--- src/rtl/core/lrukv_pkg.sv ---
`timescale 1ns / 1ps

package lrukv_pkg;

  localparam int ENTRIES = 16;
  localparam int KEY_W   = 32;
  localparam int VAL_W   = 32;
  localparam int CAP_W   = 5;
  localparam int AGE_W   = $clog2(ENTRIES);
  localparam int CNT_W   = $clog2(ENTRIES + 1);

  localparam logic [CAP_W-1:0] CAP_RESET  = CAP_W'(16);
  localparam logic [CAP_W-1:0] CAP_MAX    = CAP_W'(ENTRIES);
  localparam logic [VAL_W-1:0] MISS_VALUE = '1;

  localparam logic REQ_GET = 1'b0;
  localparam logic REQ_SET = 1'b1;

  // Broadcast from the top level to every cell for the request in flight.
  typedef struct packed {
    logic             go;
    logic             is_set;
    logic [KEY_W-1:0] key;
    logic [VAL_W-1:0] value;
    logic             hit;
    logic [AGE_W-1:0] old_age;
    logic             evict_en;
    logic [AGE_W-1:0] cap_m1;
  } lrukv_bcast_t;

  // Handed from each cell to its neighbor.
  typedef struct packed {
    logic             found;
    logic [VAL_W-1:0] rd_value;
    logic [AGE_W-1:0] age;
    logic             free;
    logic             evict;
  } lrukv_chain_t;

endpackage

--- src/rtl/core/lrukv_cell.sv ---
`timescale 1ns / 1ps

module lrukv_cell
  import lrukv_pkg::*;
(
  input  logic         clk,
  input  logic         rst,
  input  lrukv_bcast_t bcast,
  input  lrukv_chain_t chain_in,
  output lrukv_chain_t chain_out,
  output logic         valid_mark
);

  logic             valid;
  logic [AGE_W-1:0] age;
  logic [KEY_W-1:0] key;
  logic [VAL_W-1:0] value;

  logic valid_next;
  logic [AGE_W-1:0] age_next;
  logic match, is_found, ev_here, free_here, is_slot, insert;

  assign match     = valid && (key == bcast.key);
  assign is_found  = match && !chain_in.found;
  assign insert    = bcast.is_set && !bcast.hit;
  assign ev_here   = bcast.evict_en && valid && (age >= bcast.cap_m1);
  assign free_here = !(valid && !ev_here);
  assign is_slot   = insert && free_here && !chain_in.free;

  always_comb begin
    chain_out.found    = chain_in.found | match;
    chain_out.rd_value = is_found ? value : chain_in.rd_value;
    chain_out.age      = is_found ? age : chain_in.age;
    chain_out.free     = chain_in.free | free_here;
    chain_out.evict    = chain_in.evict | ev_here;
  end

  assign valid_mark = valid;

  always_comb begin
    valid_next = valid;
    age_next   = age;
    if (bcast.hit) begin
      if (is_found) begin
        age_next = '0;
      end else if (valid && (age < bcast.old_age)) begin
        age_next = age + AGE_W'(1);
      end
    end else if (insert) begin
      if (is_slot) begin
        valid_next = 1'b1;
        age_next   = '0;
      end else if (ev_here) begin
        valid_next = 1'b0;
      end else if (valid) begin
        age_next = age + AGE_W'(1);
      end
    end
  end

  always_ff @(posedge clk) begin
    if (rst) begin
      valid <= 1'b0;
      age   <= '0;
    end else if (bcast.go) begin
      valid <= valid_next;
      age   <= age_next;
    end
  end

  always_ff @(posedge clk) begin
    if (bcast.go) begin
      if (is_slot) begin
        key   <= bcast.key;
        value <= bcast.value;
      end else if (is_found && bcast.is_set) begin
        value <= bcast.value;
      end
    end
  end

endmodule

--- src/rtl/core/lru_key_value_cache.sv ---
`timescale 1ns / 1ps
// Output: the result of a request is registered and shows in the cycle after acceptance.
// Throughput: one request per cycle while in_stall is low; every cell compares and updates in
// the accept cycle; match, value, free-slot and evict marks ripple down the row of sixteen cells.
// Reset (synchronous): all valid marks and ranks cleared at once, capacity set to 16,
// output empty; no clearing pass.

module lru_key_value_cache
  import lrukv_pkg::*;
(
  input  logic                    clk,
  input  logic                    rst,
  input  logic                    cfg_valid,
  output logic                    cfg_ready,
  input  logic [CAP_W-1:0]        capacity_in_use,
  input  logic                    in_valid,
  output logic                    in_stall,
  input  logic                    req_type,
  input  logic signed [KEY_W-1:0] lookup_key,
  input  logic signed [VAL_W-1:0] write_value,
  output logic                    out_valid,
  input  logic                    out_stall,
  output logic                    hit,
  output logic signed [VAL_W-1:0] read_value,
  output logic                    evicted
);

  logic [CAP_W-1:0] capacity;
  logic [CAP_W-1:0] cap_eff;
  logic [CNT_W-1:0] count;
  logic [ENTRIES-1:0] valid_vec;
  logic accept;

  lrukv_bcast_t bcast;
  lrukv_chain_t chain [ENTRIES+1];

  assign cfg_ready = 1'b1;
  assign in_stall  = out_valid && out_stall;
  assign accept    = in_valid && !in_stall;

  always_ff @(posedge clk) begin
    if (rst) begin
      capacity <= CAP_RESET;
    end else if (cfg_valid && cfg_ready) begin
      capacity <= capacity_in_use;
    end
  end

  // Clamp capacity to 1..ENTRIES.
  always_comb begin
    if (capacity == '0) begin
      cap_eff = CAP_W'(1);
    end else if (capacity > CAP_MAX) begin
      cap_eff = CAP_MAX;
    end else begin
      cap_eff = capacity;
    end
  end

  assign count = CNT_W'($countones(valid_vec));
  assign chain[0] = '0;

  always_comb begin
    bcast.go       = accept;
    bcast.is_set   = (req_type == REQ_SET);
    bcast.key      = lookup_key;
    bcast.value    = write_value;
    bcast.hit      = chain[ENTRIES].found;
    bcast.old_age  = chain[ENTRIES].age;
    bcast.evict_en = (req_type == REQ_SET) && !chain[ENTRIES].found
                     && (CAP_W'(count) >= cap_eff);
    bcast.cap_m1   = AGE_W'(cap_eff - CAP_W'(1));
  end

  for (genvar g = 0; g < ENTRIES; g++) begin : g_cell
    lrukv_cell u_cell (
      .clk        (clk),
      .rst        (rst),
      .bcast      (bcast),
      .chain_in   (chain[g]),
      .chain_out  (chain[g+1]),
      .valid_mark (valid_vec[g])
    );
  end

  always_ff @(posedge clk) begin
    if (rst) begin
      out_valid <= 1'b0;
    end else if (accept) begin
      out_valid <= 1'b1;
    end else if (!out_stall) begin
      out_valid <= 1'b0;
    end
  end

  // Hold the result while the output stalls.
  always_ff @(posedge clk) begin
    if (accept) begin
      hit        <= chain[ENTRIES].found;
      read_value <= (chain[ENTRIES].found && (req_type == REQ_GET))
                    ? chain[ENTRIES].rd_value : MISS_VALUE;
      evicted    <= chain[ENTRIES].evict;
    end
  end

endmodule
--- config.mk ---
export PLATFORM = sky130hd
export DESIGN_NAME = lru_key_value_cache
export DESIGN_NICKNAME = d
export VERILOG_FILES = /design/src/rtl/core/lrukv_pkg.sv /design/src/rtl/core/lrukv_cell.sv /design/src/rtl/core/lru_key_value_cache.sv
export SDC_FILE = /design/constraint.sdc
export NUM_CORES = 2
export LEC_CHECK = 0
export BUFFER_PORTS_ARGS = -buffer_cell sky130_fd_sc_hd__buf_2
export CAP_MARGIN = 0
export CORE_ASPECT_RATIO = 0.9
export CORE_MARGIN = 3
export CORE_UTILIZATION = 40
export DETAILED_ROUTE_END_ITERATION = 10
export PLACE_DENSITY_LB_ADDON = 0.12
export SLEW_MARGIN = 5
export SYNTH_ARGS = -nofsm -noshare
export SYNTH_HDL_FRONTEND = slang
export SYNTH_HIERARCHICAL = 1
export SYNTH_SLANG_ARGS = --single-unit
--- constraint.sdc ---
create_clock -name clk -period 14.1 [get_ports clk]
set_input_delay 0.705 -clock clk [delete_from_list [all_inputs] [get_ports clk]]
set_output_delay 0.705 -clock clk [all_outputs]
set_load 0.02 [all_outputs]
---- Word-level counts from Yosys, hierarchy flattened ----
Cells that the tools add are included.
storage, ports and cells
  bits in registers ....................... 1,144
  input bits .............................. 75
  output and inout port bits .............. 37
  word-level logic and storage cells ...... 766
cells by class
  $add $sub $neg .......................... 32
  order comparisons ....................... 34
  equal/unequal tests ..................... 49
  multiplexer cells ....................... 212
  bitwise gates (word level) .............. 46
  reduce and logical (&&, ||, !) cells .... 324
operators by type and width
  kind                 number
  $mux 32              48
  $eq 32x32->1         16
  $mux 4               128
  $logic_and 1x1->1    147
  $reduce_and 5->1     16
  $reduce_bool 2->1    33
  $add 4x1->4 const B  16
  $ge 4x4->1           16
  $lt 4x4->1           16
  $reduce_and 2->1     32
  $reduce_and 4->1     16
  $logic_not 1->1      63
  $ne 3x1->1 const B   16
  $ne 3x3->1 const B   16
  $reduce_bool 3->1    16
  $or 1x1->1           44
  $mux 1               34
  $add 1x1->2          8
  $add 2x2->3          4
  $mux 5               2
  $add 3x3->4          2
  $add 4x4->5          1
  $ge 5x5->1           1
  $gt 5x5->1 const B   1
  4 further kinds      5

---- Depth between registers and ports, before layout ----
  depth after elaboration ................. 44
  mapped depth ............................ 55
  gate-level depth less buffers ........... 55

---- By module ----
The synthesis kept the hierarchy.
by module, submodules not included
  module                               instances  cells each  area an instance (um^2)  seq. area each (um^2)
  lrukv_cell at g_cell[15].u_cell ...  10         219         3,316.9                  2,021.9
  lrukv_cell at g_cell[0].u_cell ...   5          218         3,211.8                  2,021.9
  lrukv_cell at g_cell[11].u_cell      1          228         3,508.4                  2,021.9
  lru_key_value_cache                  1          166         2,077.0                  1,141.1

---- Worst setup path before layout ----
No wires, ideal clock.
  path kind ............................... in2reg
  start ................................... in lookup_key[9]
  end ..................................... reg g_cell[14].u_cell.value[0] (enable)
  library setup time ...................... 0.432 ns
  arrival ................................. 13.854 ns
  data required time ...................... 13.668 ns
  slack ................................... -0.186 ns
  stages on the path ...................... 26
  path buffers ............................ 0
  cells stage by stage .................... xor2_1 nor4_1 nand3_1 o31ai_1 and2b_1 o21ai_0 o21ai_1 o21ai_0 o21ai_0 or2_2 nand3b_1 nand3b_1 nand3b_1 nand3b_1 nand3b_1 nand3b_1 nand3b_1 nand3b_1 nand3b_1 or2_2 nand3b_1 or2_2 or2_2 nor2_1 nand2_1 a21oi_1
RTL lines
  element                 line                       RTL
  start: declaration      lru_key_value_cache.sv:19  input logic signed [KEY_W-1:0] lookup_key,
  end signal: assignment  lrukv_cell.sv:75           value <= bcast.value;
  end signal: assignment  lrukv_cell.sv:77           value <= bcast.value;
  end: declaration        lrukv_cell.sv:17           logic [VAL_W-1:0] value;

==> results.md <==
* Initial detailed-routing violation count at around 2,400
* First-pass GRT wire length at around 210,000 um
* Worst EP required at around 14 ns
* Resize count post-CTS at 0
* H-tree Lvls at 3
* CTS Sinks at 1,144
* Period utilisation layout at 85.8%
* CTS root buf: clkbuf_16
* Max Buffers Root-to-Sink at 3
* Synthesized area per cell at 14.9 sq um
* Cell area after layout at 62,000 sq um
* PortBufs at 110
* F_max at ~83 MHz
* Post-Route WL at 140,000 um
* Setup-failing EPs final at 0
* CTS tree: yes
* Power density cells at 118 nW/um^2
* Max_cap viols at 0
* Pins over their slew limit at 0
* Area of the mapped netlist at 54,800 sq um
* Total Nets Final at approximately 4,200
* Setup tns final at 0 ns
* Number of global-route vias before repair at 30,027
* Vias/cell at roughly 5.2
* Total grt overflow at 0
* Peak VDD IR at about 0.12 mV
* Min-Delay Path Class: input pin to flip-flop
* Filler cell count at about 12,000
* Clock Skews at between 0.07 and 0.08 ns
* CTS Buf Count at 121
* Type of the worst setup path: flip-flop to flip-flop
* Starting density of the core at roughly two fifths
* Slew HR at between 10% and 20%
* Area growth, synth to finish at 13.2%
* Reg clk slew, reported paths at 0.06 ns
* DP HPWL at approximately 86,000 um
* GRT Overall Usage at about a fifth
* Share of layout cells above drive strength 1 at a little under a quarter
* Post-CTS setup buffers at 0
* Synth Warn # at 6
* Worst path slowest cell: o21a_2
* Leakage at 23.0 nW
* Post-DP Area at 58,000 sq um
* Core area at between 100,000 and 150,000 sq um
* Die Span Y at 357 um
* Die ar. at 142,000 sq um
* Final Critical Period at around 12 ns
* Largest net degree at the start of global routing at just over 60
* Cells after synthesis at roughly 3,700
* Type of element capturing the critical path: flip-flop
* RSZ-0062 raised after global routing: false
* # diodes at 0
* Status: finished clean
* Vias at roughly 31,000
* Die Span X at slightly below 400 um
* Worst EP arrival at about 12 ns
* # hold bufs at CTS at 0
* Pre-antenna DRT Iters at 6
* Layout Utilization at between 40 and 50%
* Detail Route Antenna Nets at 0
* Routability congestion estimate at between 0.8 and 0.9
* Measured slew at the worst slew-check pin at between 1 and 1.5 ns
* CP Launch Type: flip-flop
* Antenna violations before repair at 9
* Cell row count at 128
* Max stage delay on crit path at approximately 0.9 ns
* # DRC at 0
* Worst Path Max Fanout at 32
* Worst skew pair latency at around 0.77 ns
* Total power at about 7.3 mW
* Final hold violations at 0
* Wire length per cell at roughly 24 um
* Top Ports at between 100 and 150
[sequential cells by signal, summed over array words and instances (netlist names), 5 cells and up]
register / cells
g_cell.u_cell/value: 512
g_cell.u_cell/key: 512
read_value: 32
g_cell.u_cell/age: 64
capacity: 5
g_cell.u_cell/valid_mark: 16
[placed cells by master (no fill, tap or decap), types with 25 or more instances in the layout]
master and instances:
edfxtp_1 1058, xor2_1 486, mux2_2 276, inv_1 218, mux2_4 200, ha_1 139, nand3_1 135, nand2b_1 127
clkbuf_16 123, nor4_1 116, buf_2 109, buf_4 98, dfxtp_1 86, mux2_1 85, nor2_1 73, o21ai_0 70
a21oi_1 58, nand2_1 50, conb_1 44, nor3_1 40, a21o_1 35, clkinv_2 31, clkinv_1 29, nand4_1 28
o31ai_1 25
[layout make-up]
cell class	instances	area, sq um	area share [%]
Clock inverter	90	846	1.36
Tap cell	1820	2280	3.67
Multi-Input combinational cell	2284	20200	32.5
Inverter	218	818	1.32
Sequential cell	1144	33500	54.0
Timing Repair Buffer	207	1280	2.07
Clock buffer	141	3150	5.07
[worst max-delay path: cells and delay by family (launching register included)]
family	cells	cell delay [ns]
flip-flops	1	0.37
XOR/XNOR	1	0.16
buffers and inverters	10	0.96
AND/OR/NAND/NOR	25	6.98
AO/OA/AOI/OAI	16	3.15
[layer usage]
metal | vias to the layer above | track usage (%) | share of wire [%]
met1 | 15453 | 30.8 | 51
met5 | - | 0 | 0
met2 | 770 | 28.2 | 41
met4 | 0 | 4.43 | 2.0
met3 | 169 | 3.56 | 5.6
li1 | 14347 | - | -
[stage by stage]
step	std cells	hold slack, ns	setup slack, ns
after floorplan	3715	0.459	2.23
after global placement	5673	0.491	1.87
after detailed placement	5673	0.497	1.52
after CTS	5904	0.129	2.05
after global routing	5904	0.144	0.930
final	5904	0.186	2.01
[final timing paths]
kind | from | to | slack (ns) | cells after the start
worst max-delay path | g_cell[0].u_cell/key[7]$_DFFE_PP_ | g_cell[15].u_cell/value[27]$_DFFE_PP_ | 2.01 | 52
worst min-delay path | lookup_key[26] | g_cell[1].u_cell/key[26]$_DFFE_PP_ | 0.19 | 1
worst max register to register | g_cell[0].u_cell/key[7]$_DFFE_PP_ | g_cell[15].u_cell/value[27]$_DFFE_PP_ | 2.01 | 52
worst min register to register | g_cell[0].u_cell/age[0]$_SDFFE_PP0P_ | g_cell[0].u_cell/age[0]$_SDFFE_PP0P_ | 0.50 | 2
[power breakdown]
| part | internal [mW] | switching [mW] | total, mW |
|---|---|---|---|
| Sequential | 3.71 | 0.00667 | 3.72 |
| Combinational | 0.165 | 0.248 | 0.413 |
| Clock | 1.81 | 1.40 | 3.20 |
(Power assumes the default switching activity.)
